**src/hdl/u8l_pkg.sv**
```systemverilog
package u8l_pkg;

	localparam int unsigned RunBytes = 4;
	localparam int unsigned QueueDepth = 4;
	localparam int unsigned QueueAw = $clog2(QueueDepth);

	// Byte-class marks and case offsets
	localparam logic [7:0] ContMark = 8'h80;
	localparam logic [20:0] CaseOffset = 21'h000020;
	localparam logic [20:0] CyrOffset = 21'h000050;
	localparam logic [20:0] MaxCodePoint = 21'h10FFFF;

	// One run of result bytes caused by a single input item
	typedef struct packed {
		logic [RunBytes-1:0][7:0] data;
		logic [RunBytes-1:0] unm;
		logic [RunBytes-1:0] mal;
		logic [1:0] cnt_m1;
		logic eot;
	} run_t;

	typedef struct packed {
		logic full;
	} push_ctl_t;

	typedef struct packed {
		logic pop;
	} pop_ctl_t;

endpackage

```
**src/hdl/u8l_in_if.sv**
```systemverilog
interface u8l_in_if;
	logic valid;
	logic ready;
	logic [7:0] in_byte;
	logic end_of_text;

	modport source (output valid, output in_byte, output end_of_text, input ready);
	modport sink (input valid, input in_byte, input end_of_text, output ready);
endinterface

```
**src/hdl/u8l_out_if.sv**
```systemverilog
interface u8l_out_if;
	logic valid;
	logic ready;
	logic [7:0] out_byte;
	logic run_last;
	logic text_last;
	logic unmapped;
	logic malformed;

	modport source (output valid, output out_byte, output run_last, output text_last,
		output unmapped, output malformed, input ready);
	modport sink (input valid, input out_byte, input run_last, input text_last,
		input unmapped, input malformed, output ready);
endinterface

```
**src/hdl/u8l_front.sv**
```systemverilog
module u8l_front (
	input logic clk,
	input logic arst_n,
	u8l_in_if.sink byte_stream,
	output u8l_pkg::run_t rec,
	output logic push,
	input logic full
);

	logic [23:0] held_q, held_d;
	logic [1:0] exp_q, exp_d;
	logic [1:0] seen_q, seen_d;
	logic [20:0] cps_q, cps_d;

	logic [7:0] b;
	logic eot;
	logic accept;
	logic [20:0] c;
	logic [31:0] word;
	logic [20:0] min_cp;
	logic bad;
	logic [21:0] lm;
	logic [31:0] enc_word;
	logic [2:0] enc_len;

	logic [31:0] pk_word;
	logic [2:0] pk_len;
	logic pk_unm, pk_mal;
	logic sb_en, sb_out, sb_mal;
	logic [7:0] sb_byte;
	logic [31:0] aligned;
	logic [2:0] n;

	function automatic logic [21:0] lower_map(input logic [20:0] cp);
		logic hit;
		logic [20:0] r;
		hit = 1'b1;
		r = cp;
		if ((cp >= 21'h00C0 && cp <= 21'h00D6) || (cp >= 21'h00D8 && cp <= 21'h00DE))
			r = cp + u8l_pkg::CaseOffset;
		else if ((cp >= 21'h00E0 && cp <= 21'h00F6) || (cp >= 21'h00F8 && cp <= 21'h00FE))
			r = cp;
		else if (cp == 21'h0178)
			r = 21'h00FF;
		else if (cp == 21'h00FF)
			r = cp;
		else if (cp == 21'h1E9E)
			r = 21'h00DF;
		else if (cp == 21'h00DF)
			r = cp;
		else if ((cp >= 21'h0100 && cp <= 21'h012F) || (cp >= 21'h0132 && cp <= 21'h0137)
			|| (cp >= 21'h014A && cp <= 21'h0177))
			r = cp[0] ? cp : cp + 21'd1;
		else if ((cp >= 21'h0139 && cp <= 21'h0148) || (cp >= 21'h0179 && cp <= 21'h017E))
			r = cp[0] ? cp + 21'd1 : cp;
		else if (cp == 21'h017F)
			r = cp;
		else if ((cp >= 21'h0391 && cp <= 21'h03A1) || (cp >= 21'h03A3 && cp <= 21'h03AB))
			r = cp + u8l_pkg::CaseOffset;
		else if (cp >= 21'h03B1 && cp <= 21'h03CB)
			r = cp;
		else if (cp == 21'h0401)
			r = 21'h0451;
		else if (cp == 21'h0451)
			r = cp;
		else if (cp >= 21'h0402 && cp <= 21'h040F)
			r = cp + u8l_pkg::CyrOffset;
		else if (cp >= 21'h0452 && cp <= 21'h045F)
			r = cp;
		else if (cp >= 21'h0410 && cp <= 21'h042F)
			r = cp + u8l_pkg::CaseOffset;
		else if (cp >= 21'h0430 && cp <= 21'h044F)
			r = cp;
		else
			hit = 1'b0;
		return {hit, r};
	endfunction

	assign b = byte_stream.in_byte;
	assign eot = byte_stream.end_of_text;
	assign byte_stream.ready = !full;
	assign accept = byte_stream.valid && !full;

	assign c = {cps_q[14:0], b[5:0]};
	assign word = {held_q, b};

	always_comb begin
		case (exp_q)
			2'd1: min_cp = 21'h000080;
			2'd2: min_cp = 21'h000800;
			2'd3: min_cp = 21'h010000;
			default: min_cp = 21'h000000;
		endcase
	end

	assign bad = (c < min_cp) || (c > u8l_pkg::MaxCodePoint)
		|| (c >= 21'h00D800 && c <= 21'h00DFFF);
	assign lm = lower_map(c);

	// Re-encode the lowered code point, right-aligned
	always_comb begin
		if (lm[20:0] < 21'h80) begin
			enc_word = {25'd0, lm[6:0]};
			enc_len = 3'd1;
		end else if (lm[20:0] < 21'h800) begin
			enc_word = {16'd0, 3'b110, lm[10:6], 2'b10, lm[5:0]};
			enc_len = 3'd2;
		end else begin
			enc_word = {8'd0, 4'hE, lm[15:12], 2'b10, lm[11:6], 2'b10, lm[5:0]};
			enc_len = 3'd3;
		end
	end

	always_comb begin
		held_d = held_q;
		exp_d = exp_q;
		seen_d = seen_q;
		cps_d = cps_q;
		pk_word = 32'd0;
		pk_len = 3'd0;
		pk_unm = 1'b0;
		pk_mal = 1'b0;
		sb_en = 1'b0;
		sb_out = 1'b0;
		sb_mal = 1'b0;
		sb_byte = b;

		if (exp_q != 2'd0) begin
			if ((b & 8'hC0) == u8l_pkg::ContMark) begin
				if ({1'b0, seen_q} + 3'd1 >= {1'b0, exp_q}) begin
					if (bad) begin
						pk_word = word;
						pk_len = {1'b0, exp_q} + 3'd1;
						pk_mal = 1'b1;
					end else if (lm[21]) begin
						pk_word = enc_word;
						pk_len = enc_len;
					end else begin
						pk_word = word;
						pk_len = {1'b0, exp_q} + 3'd1;
						pk_unm = 1'b1;
					end
					held_d = 24'd0;
					exp_d = 2'd0;
					seen_d = 2'd0;
					cps_d = 21'd0;
				end else begin
					held_d = word[23:0];
					seen_d = seen_q + 2'd1;
					cps_d = c;
					if (eot) begin
						pk_word = {8'd0, word[23:0]};
						pk_len = {1'b0, seen_q} + 3'd2;
						pk_mal = 1'b1;
					end
				end
			end else begin
				// interrupted sequence: flush held bytes, then restart on this byte
				pk_word = {8'd0, held_q};
				pk_len = {1'b0, seen_q} + 3'd1;
				pk_mal = 1'b1;
				held_d = 24'd0;
				exp_d = 2'd0;
				seen_d = 2'd0;
				cps_d = 21'd0;
				sb_en = 1'b1;
			end
		end else begin
			sb_en = 1'b1;
		end

		if (sb_en) begin
			if (!b[7]) begin
				sb_out = 1'b1;
				sb_byte = (b >= 8'h41 && b <= 8'h5A) ? b + 8'h20 : b;
			end else if (b >= 8'hC2 && b <= 8'hF4) begin
				held_d = {16'd0, b};
				seen_d = 2'd0;
				if (b <= 8'hDF) begin
					exp_d = 2'd1;
					cps_d = {16'd0, b[4:0]};
				end else if (b <= 8'hEF) begin
					exp_d = 2'd2;
					cps_d = {17'd0, b[3:0]};
				end else begin
					exp_d = 2'd3;
					cps_d = {18'd0, b[2:0]};
				end
				// lead byte on the last item is a truncated sequence
				sb_out = eot;
				sb_mal = 1'b1;
			end else begin
				sb_out = 1'b1;
				sb_mal = 1'b1;
			end
		end

		if (eot) begin
			held_d = 24'd0;
			exp_d = 2'd0;
			seen_d = 2'd0;
			cps_d = 21'd0;
		end
	end

	assign aligned = pk_word << {3'd4 - pk_len, 3'b000};
	assign n = pk_len + {2'd0, sb_out};

	always_comb begin
		for (int i = 0; i < u8l_pkg::RunBytes; i++) begin
			rec.data[i] = aligned[31-8*i -: 8];
			rec.unm[i] = (3'(i) < pk_len) && pk_unm;
			rec.mal[i] = (3'(i) < pk_len) && pk_mal;
		end
		if (sb_out) begin
			rec.data[pk_len[1:0]] = sb_byte;
			rec.unm[pk_len[1:0]] = 1'b0;
			rec.mal[pk_len[1:0]] = sb_mal;
		end
		rec.cnt_m1 = 2'(n - 3'd1);
		rec.eot = eot;
	end

	// Items that only extend an open sequence make no run
	assign push = accept && (n != 3'd0);

	always_ff @(posedge clk or negedge arst_n) begin
		if (!arst_n) begin
			held_q <= 24'd0;
			exp_q <= 2'd0;
			seen_q <= 2'd0;
			cps_q <= 21'd0;
		end else if (accept) begin
			held_q <= held_d;
			exp_q <= exp_d;
			seen_q <= seen_d;
			cps_q <= cps_d;
		end
	end

endmodule

```
**src/hdl/u8l_queue.sv**
```systemverilog
module u8l_queue (
	input logic clk,
	input logic arst_n,
	input u8l_pkg::run_t wr_rec,
	output u8l_pkg::push_ctl_t wr_ctl,
	input logic push,
	input logic pop,
	output u8l_pkg::run_t head,
	output logic empty
);

	u8l_pkg::run_t mem_q [u8l_pkg::QueueDepth];
	logic [u8l_pkg::QueueAw-1:0] wp_q, rp_q;
	logic [u8l_pkg::QueueAw:0] cnt_q;
	logic do_push, do_pop;

	assign wr_ctl.full = (cnt_q == (u8l_pkg::QueueAw+1)'(u8l_pkg::QueueDepth));
	assign empty = (cnt_q == '0);
	assign do_push = push && !wr_ctl.full;
	assign do_pop = pop && !empty;
	assign head = mem_q[rp_q];

	always_ff @(posedge clk) begin
		if (do_push)
			mem_q[wp_q] <= wr_rec;
	end

	always_ff @(posedge clk or negedge arst_n) begin
		if (!arst_n) begin
			wp_q <= '0;
			rp_q <= '0;
			cnt_q <= '0;
		end else begin
			if (do_push)
				wp_q <= wp_q + 1'b1;
			if (do_pop)
				rp_q <= rp_q + 1'b1;
			case ({do_push, do_pop})
				2'b10: cnt_q <= cnt_q + 1'b1;
				2'b01: cnt_q <= cnt_q - 1'b1;
				default: cnt_q <= cnt_q;
			endcase
		end
	end

endmodule

```
**src/hdl/u8l_back.sv**
```systemverilog
module u8l_back (
	input logic clk,
	input logic arst_n,
	input u8l_pkg::run_t head,
	output u8l_pkg::pop_ctl_t rd_ctl,
	input logic empty,
	u8l_out_if.source lower_stream
);

	logic [1:0] idx_q;
	logic ov_q;
	logic [7:0] byte_q;
	logic run_last_q, text_last_q, unm_q, mal_q;
	logic ld, last;

	assign ld = !empty && (!ov_q || lower_stream.ready);
	assign last = (idx_q == head.cnt_m1);
	assign rd_ctl.pop = ld && last;

	always_ff @(posedge clk or negedge arst_n) begin
		if (!arst_n) begin
			idx_q <= 2'd0;
			ov_q <= 1'b0;
		end else begin
			if (ld) begin
				ov_q <= 1'b1;
				idx_q <= last ? 2'd0 : idx_q + 2'd1;
			end else if (lower_stream.ready) begin
				ov_q <= 1'b0;
			end
		end
	end

	// Payload of the output register
	always_ff @(posedge clk) begin
		if (ld) begin
			byte_q <= head.data[idx_q];
			unm_q <= head.unm[idx_q];
			mal_q <= head.mal[idx_q];
			run_last_q <= last;
			text_last_q <= last && head.eot;
		end
	end

	assign lower_stream.valid = ov_q;
	assign lower_stream.out_byte = byte_q;
	assign lower_stream.run_last = run_last_q;
	assign lower_stream.text_last = text_last_q;
	assign lower_stream.unmapped = unm_q;
	assign lower_stream.malformed = mal_q;

endmodule

```
**src/hdl/utf8_stream_lowercase.sv**
```systemverilog
// Streaming UTF-8 lowercaser. Each input item is one byte of text; end_of_text marks the
// last byte of a string. ASCII is lowercased at once; multi-byte sequences are held until
// complete, decoded, lowercased for Latin-1, Latin Extended-A, capital sharp s, Greek and
// Cyrillic, and re-encoded. Characters outside those tables pass unchanged with unmapped
// set; invalid, overlong, surrogate or truncated sequences pass raw with malformed set.
// Each item yields 0 to 4 result bytes; run_last marks the last result of an item and
// text_last the last result of a string. The decoder takes one byte per cycle while the
// queue is not full and hands each item's results as one run into a four-entry queue; the
// output serializer then sends one result byte per cycle while the sink is ready, so an
// item producing k bytes holds the output while all k are sent, and sustained throughput
// is one result byte per cycle. Items that only extend an open sequence produce no run.
// An accepted byte's first result is written into the queue, then the output register.
module utf8_stream_lowercase (
	input logic clk,
	input logic arst_n,
	u8l_in_if.sink byte_stream,
	u8l_out_if.source lower_stream
);

	u8l_pkg::run_t wr_rec, head;
	u8l_pkg::push_ctl_t wr_ctl;
	u8l_pkg::pop_ctl_t rd_ctl;
	logic push, empty;

	u8l_front u_front (
		.clk (clk),
		.arst_n (arst_n),
		.byte_stream (byte_stream),
		.rec (wr_rec),
		.push (push),
		.full (wr_ctl.full)
	);

	u8l_queue u_queue (
		.clk (clk),
		.arst_n (arst_n),
		.wr_rec (wr_rec),
		.wr_ctl (wr_ctl),
		.push (push),
		.pop (rd_ctl.pop),
		.head (head),
		.empty (empty)
	);

	u8l_back u_back (
		.clk (clk),
		.arst_n (arst_n),
		.head (head),
		.rd_ctl (rd_ctl),
		.empty (empty),
		.lower_stream (lower_stream)
	);

endmodule
```
**src/flat_wrapper.sv**
```systemverilog
// flat-port wrapper written by rule: the top's interface ports become plain ports
module utf8_stream_lowercase_flat 
  (clk, arst_n, byte_stream_valid, byte_stream_in_byte, byte_stream_end_of_text, byte_stream_ready, lower_stream_valid, lower_stream_out_byte, lower_stream_run_last, lower_stream_text_last, lower_stream_unmapped, lower_stream_malformed, lower_stream_ready);
  u8l_in_if byte_stream_i ();
  u8l_out_if lower_stream_i ();
  input logic clk;
  input logic arst_n;
  input wire logic [$bits(byte_stream_i.valid)-1:0] byte_stream_valid;
  input wire logic [$bits(byte_stream_i.in_byte)-1:0] byte_stream_in_byte;
  input wire logic [$bits(byte_stream_i.end_of_text)-1:0] byte_stream_end_of_text;
  output wire logic [$bits(byte_stream_i.ready)-1:0] byte_stream_ready;
  output wire logic [$bits(lower_stream_i.valid)-1:0] lower_stream_valid;
  output wire logic [$bits(lower_stream_i.out_byte)-1:0] lower_stream_out_byte;
  output wire logic [$bits(lower_stream_i.run_last)-1:0] lower_stream_run_last;
  output wire logic [$bits(lower_stream_i.text_last)-1:0] lower_stream_text_last;
  output wire logic [$bits(lower_stream_i.unmapped)-1:0] lower_stream_unmapped;
  output wire logic [$bits(lower_stream_i.malformed)-1:0] lower_stream_malformed;
  input wire logic [$bits(lower_stream_i.ready)-1:0] lower_stream_ready;
  assign byte_stream_i.valid = byte_stream_valid;
  assign byte_stream_i.in_byte = byte_stream_in_byte;
  assign byte_stream_i.end_of_text = byte_stream_end_of_text;
  assign byte_stream_ready = byte_stream_i.ready;
  assign lower_stream_valid = lower_stream_i.valid;
  assign lower_stream_out_byte = lower_stream_i.out_byte;
  assign lower_stream_run_last = lower_stream_i.run_last;
  assign lower_stream_text_last = lower_stream_i.text_last;
  assign lower_stream_unmapped = lower_stream_i.unmapped;
  assign lower_stream_malformed = lower_stream_i.malformed;
  assign lower_stream_i.ready = lower_stream_ready;
  utf8_stream_lowercase u_core (.clk(clk), .arst_n(arst_n), .byte_stream(byte_stream_i), .lower_stream(lower_stream_i));
endmodule
```
**config.mk**
```make
export PLATFORM = sky130hd
export DESIGN_NAME = utf8_stream_lowercase_flat
export DESIGN_NICKNAME = d
export VERILOG_FILES = /design/src/hdl/u8l_pkg.sv /design/src/hdl/u8l_in_if.sv /design/src/hdl/u8l_out_if.sv /design/src/hdl/u8l_front.sv /design/src/hdl/u8l_queue.sv /design/src/hdl/u8l_back.sv /design/src/hdl/utf8_stream_lowercase.sv /design/src/flat_wrapper.sv
export SDC_FILE = /design/constraint.sdc
export NUM_CORES = 1
export LEC_CHECK = 0
export ABC_CLOCK_PERIOD_IN_PS = 15470
export BUFFER_PORTS_ARGS = -buffer_cell sky130_fd_sc_hd__buf_2
export CORE_MARGIN = 2
export CORE_UTILIZATION = 50
export DETAILED_ROUTE_END_ITERATION = 6
export PLACE_DENSITY_LB_ADDON = 0.2
export SYNTH_ARGS = -nofsm -noshare
export SYNTH_HDL_FRONTEND = slang
export SYNTH_HIERARCHICAL = 1
export SYNTH_SLANG_ARGS = --single-unit
```
**constraint.sdc**
```tcl
create_clock -name clk -period 15.47 [get_ports clk]
set_input_delay 0.7735 -clock clk [delete_from_list [all_inputs] [get_ports clk]]
set_output_delay 0.7735 -clock clk [all_outputs]
set_load 0.01 [all_outputs]
```
==> tab_implementation.tex <==
\begin{tabular}{lr}
\hline
Metric & Value \\
\hline
\multicolumn{2}{l}{\textbf{Floorplanning}} \\
\quad Floorplan die height & 172 microns \\
\quad DIE AREA & 29400 sq um \\
\quad Initial core utilization & 0.507 \\
\quad I/O pin total & 27 \\
\quad Cell row count & 61 \\
\quad Total core area & 27700 sq um \\
\quad Die span in x & approximately 170 microns \\
\multicolumn{2}{l}{\textbf{GRT}} \\
\quad Global-route wire length before repair & roughly 70000 microns \\
\quad Number of global-route vias before repair & $\sim$11000 \\
\quad Combined global-route utilization of all metal layers & 0.320 \\
\quad Global-route congestion overflow total & 0 \\
\quad Number of antenna violations at the first check in global routing & 2 \\
\quad Maximum number of pins on one net before global-route repair & between 50 and 60 \\
\multicolumn{2}{l}{\textbf{Clock tree}} \\
\quad Number of buffers on the longest clock path & 3 \\
\quad Number of setup buffers added after CTS & 0 \\
\quad \# hold bufs at CTS & 0 \\
\quad CTS H-tree depth & 1 \\
\quad Worst skew pair latency & around 0.53 ns \\
\quad Reg clk slew, reported paths & 0.06 ns \\
\quad CTS tree & done \\
\quad Number of clock sinks seen by CTS & between 200 and 250 \\
\quad CTS resizes & 0 \\
\quad CTS Root Cell & sky130\_fd\_sc\_hd\_\_clkbuf\_16 \\
\quad Total CTS buffers & 25 \\
\multicolumn{2}{l}{\textbf{Worst setup path}} \\
\quad Arrival time worst endpoint & roughly 7.9 ns \\
\quad Element type at the critical path start & primary input \\
\quad Worst-case register-to-register setup slack & about 8.0 ns \\
\quad CP top delay family & compound AO/OA/AOI/OAI gates \\
\quad Reg-to-reg critical path endpoint & u\_core/u\_queue/mem\_q[1][12] \\
\quad CP endpoint kind & register \\
\quad Critical path required time & 15.71 ns \\
\quad WP depth & 19 \\
\quad Kind of critical path & primary input to register \\
\quad Cell with the largest stage delay on the worst path & sky130\_fd\_sc\_hd\_\_o31ai\_1 \\
\quad Buf/Inv on CP & 4 \\
\quad Largest stage delay on the critical path & around 0.86 ns \\
\quad Number of cells on the worst reg-to-reg path & 18 \\
\quad Series of cell instances along the critical path & buf\_2 > buf\_4 > clkinv\_1 > ha\_1 > or3b\_2 > nor4\_1 > a32o\_1 > a21boi\_0 > and3\_1 > nand4\_1 > o31ai\_1 > nor3b\_1 > o21ai\_0 > nand3\_1 > ha\_1 > clkinv\_1 > or4\_1 > o31ai\_1 > o32ai\_1 \\
\quad Critical Path Fanout Max & 32 \\
\quad Reg2Reg Launch Point & u\_core/u\_front/cps\_q[0] \\
\multicolumn{2}{l}{\textbf{Layout}} \\
\quad Fillcell total & about 2400 \\
\quad Area occupied by multi-input gates & approximately 6600 sq um \\
\quad P\&R area growth vs syn & 7.84\% \\
\quad FF+latch area & between 6000 and 7000 sq um \\
\quad Layout Cell Area excl Fill & about 15000 sq um \\
\quad Ratio of cells with drive above 1 in the final layout & 0.144 \\
\quad Final core area utilization & 0.546 \\
\quad Final Net Count & approximately 1300 \\
\multicolumn{2}{l}{\textbf{Timing}} \\
\quad Number of failing hold endpoints at the final stage & 0 \\
\quad Total negative setup slack & 0 ns \\
\quad Slew margin rel. & 0.197 \\
\quad Highest achievable clock rate & roughly 130 MHz \\
\quad Number of failing setup endpoints in the final timing report & 0 \\
\quad Shortest period the worst path allows & about 7.6 ns \\
\quad Final period util & 0.492 \\
\quad Final Max Slew Viols & 0 \\
\quad Slew @ Worst Pin & roughly 1.2 ns \\
\quad Setup repair after global routing missed its margin & false \\
\quad Fin Clk Skew & $\sim$0.031 ns \\
\multicolumn{2}{l}{\textbf{Yosys}} \\
\quad Proportion of synthesized flip-flops having asynchronous set or reset & 0.224 \\
\quad Largest cells by area after synthesis & sky130\_fd\_sc\_hd\_\_edfxtp\_1 39\%, sky130\_fd\_sc\_hd\_\_dfrtp\_1 9.4\%, sky130\_fd\_sc\_hd\_\_mux4\_2 7.7\% \\
\quad Synth area leader & sky130\_fd\_sc\_hd\_\_edfxtp\_1 \\
\quad Leading cell types by count after synthesis & 184 x sky130\_fd\_sc\_hd\_\_edfxtp\_1, 102 x sky130\_fd\_sc\_hd\_\_nand2\_1, 67 x sky130\_fd\_sc\_hd\_\_nor2\_1 \\
\quad Synth top area share & 0.394 \\
\quad Average cell area after synthesis & about 12 sq um \\
\quad Distinct cells, synth & 96 \\
\quad Count of mapped cells out of synthesis & 1216 \\
\quad Synth warn & 6 \\
\quad Number of flip-flops and latches in the synthesized netlist & around 240 \\
\quad EDFF count, synth & 184 \\
\quad Most frequent cell after synthesis & sky130\_fd\_sc\_hd\_\_edfxtp\_1 \\
\quad Sequential share of the synthesized area & 0.488 \\
\quad Dominant register cell in the synthesized netlist & sky130\_fd\_sc\_hd\_\_edfxtp\_1 \\
\quad Net count after synthesis & 1268 \\
\quad Cell area after synthesis & $\sim$14000 sq um \\
\multicolumn{2}{l}{\textbf{Place}} \\
\quad HPWL after detailed placement & 33000 microns \\
\quad Cell area after placement & 14400 sq um \\
\quad Weighted congestion reported at the end of routability-driven placement & about 1.1 \\
\quad Port Buf Inserts & 26 \\
\multicolumn{2}{l}{\textbf{Pwr}} \\
\quad Final Power & 2830 uW \\
\quad Power density over cell area & about 190 nW/um\^{}2 \\
\quad Worst vdd ir & $\sim$0.000095 V \\
\quad Leakage power & 0.00542 uW \\
\multicolumn{2}{l}{\textbf{Route}} \\
\quad Aggregate routed wire length & between 40000 and 50000 microns \\
\quad Total via count after detailed routing & approximately 11000 \\
\quad Residual antenna-violating net count after detailed routing & 0 \\
\quad Violation count after the first detailed-routing iteration & 1399 \\
\quad Via/cell ratio & between 6 and 7 \\
\quad Number of remaining DRC errors & 1 \\
\quad Routed WL per cell & just under 30 microns \\
\quad TritonRoute pass-1 iters & 7 \\
\multicolumn{2}{l}{\textbf{Run status}} \\
\quad Run status & finished with violations \\
\quad Violations in the final reports & DRC \\
\multicolumn{2}{l}{\textbf{Flow run}} \\
\quad Reported max-cap violation count & 0 \\
\multicolumn{2}{l}{\textbf{Worst hold path}} \\
\quad Min-delay worst type & primary input to asynchronous set/reset pin \\
\hline
\end{tabular}
-- cell type report --
cell class | count | area share
Inverter | 45 | 0.0112
Timing Repair Buffer | 50 | 0.0205
Clock buffer | 34 | 0.0442
Multi-Input combinational cell | 857 | 0.436
Antenna cell | 1 | 0.000165
Clock inverter | 9 | 0.00355
Sequential cell | 237 | 0.453
Tap cell | 378 | 0.0312
-- worst register-to-register path, stage by stage, from the launching register on --
cell and delay (ns):
sky130_fd_sc_hd__dfrtp_1 0.32, sky130_fd_sc_hd__buf_4 0.32, sky130_fd_sc_hd__clkinv_1 0.57, sky130_fd_sc_hd__ha_1 0.52
sky130_fd_sc_hd__and4_1 0.27, sky130_fd_sc_hd__nand3_1 0.11, sky130_fd_sc_hd__nand3_1 0.11, sky130_fd_sc_hd__o21ai_1 0.45
sky130_fd_sc_hd__and2_1 0.34, sky130_fd_sc_hd__nand4_1 0.41, sky130_fd_sc_hd__o31ai_1 0.86, sky130_fd_sc_hd__nor3b_1 0.12
sky130_fd_sc_hd__o21ai_0 0.49, sky130_fd_sc_hd__nand3_1 0.24, sky130_fd_sc_hd__ha_1 0.75, sky130_fd_sc_hd__clkinv_1 0.47
sky130_fd_sc_hd__or4_1 0.62, sky130_fd_sc_hd__o31ai_1 0.08, sky130_fd_sc_hd__o32ai_1 0.17
-- worst max path at each step --
stage                                   startpoint                     endpoint  slack, ns
after floorplan           u_core/u_front/cps_q[14]   u_core/u_queue/mem_q[0][0]       8.91
after global placement      byte_stream_in_byte[4]  u_core/u_queue/mem_q[0][12]       7.80
after detailed placement    byte_stream_in_byte[4]  u_core/u_queue/mem_q[0][12]       7.70
after CTS                  u_core/u_front/cps_q[0]  u_core/u_queue/mem_q[1][12]       8.24
after global routing        byte_stream_in_byte[4]  u_core/u_queue/mem_q[0][13]       7.64
final                       byte_stream_in_byte[4]  u_core/u_queue/mem_q[1][12]       7.86
-- registers in the layout, summed over array words and instances, names as in the netlist --
register / flops
u_core/u_queue/mem_q: 172
u_core/u_front/held_q: 24
u_core/u_front/cps_q: 15
u_core/u_back/lower_stream.out_byte: 8
u_core/u_queue/cnt_q: 3
u_core/u_back/idx_q: 2
u_core/u_front/exp_q: 2
u_core/u_front/seen_q: 2
u_core/u_queue/rp_q: 2
u_core/u_queue/wp_q: 2
u_core/u_back/lower_stream.malformed: 1
u_core/u_back/lower_stream.run_last: 1
u_core/u_back/lower_stream.text_last: 1
u_core/u_back/lower_stream.unmapped: 1
u_core/u_back/lower_stream.valid: 1
-- report_power, final --
group	internal [uW]	switching, uW
Clock	302	234
Combinational	468	837
Sequential	898	87.5
-- per-stage QoR --
step                std cells  setup WS, ns  hold WS, ns
floorplan                1216          8.91        0.476
global placement         1567          7.80        0.498
detailed placement       1567          7.70        0.508
CTS                      1610          8.24        0.387
global route             1610          7.64        0.429
finish                   1611          7.86        0.364
-- cells in the final DEF (no fill, tap or decap), types with 37 or more instances in the layout --
cell type and count:
sky130_fd_sc_hd__inv_1 42, sky130_fd_sc_hd__nand3_1 40, sky130_fd_sc_hd__dfrtp_1 51, sky130_fd_sc_hd__a21oi_1 50, sky130_fd_sc_hd__ha_1 37, sky130_fd_sc_hd__mux4_2 48
sky130_fd_sc_hd__nand2_1 102, sky130_fd_sc_hd__edfxtp_1 184, sky130_fd_sc_hd__o21ai_0 38, sky130_fd_sc_hd__nor2_1 67
-- routing by layer --
layer  global-route usage  wire (microns)  up-vias
li1                     -               -     4854
met1                0.459           19500     5642
met2                0.510           21500      649
met3               0.0423            3960      110
met4               0.0932            1440        0
met5                    0               0        -
-- kinds of logic (layout without fill, tap and decap cells) --
logic type / Yosys count / in the layout / synth area share
adders and majority gates: 39 / 39 / 0.0358
and+or+nand+nor: 414 / 414 / 0.157
xor gates and xnor gates: 13 / 13 / 0.00811
AOI/OAI and AO/OA: 317 / 317 / 0.167
muxes: 74 / 74 / 0.102
other: 0 / 1 / 0
buffers and inverters: 122 / 138 / 0.0423
DFF: 237 / 237 / 0.488
Power figures use the tool's default switching activity.
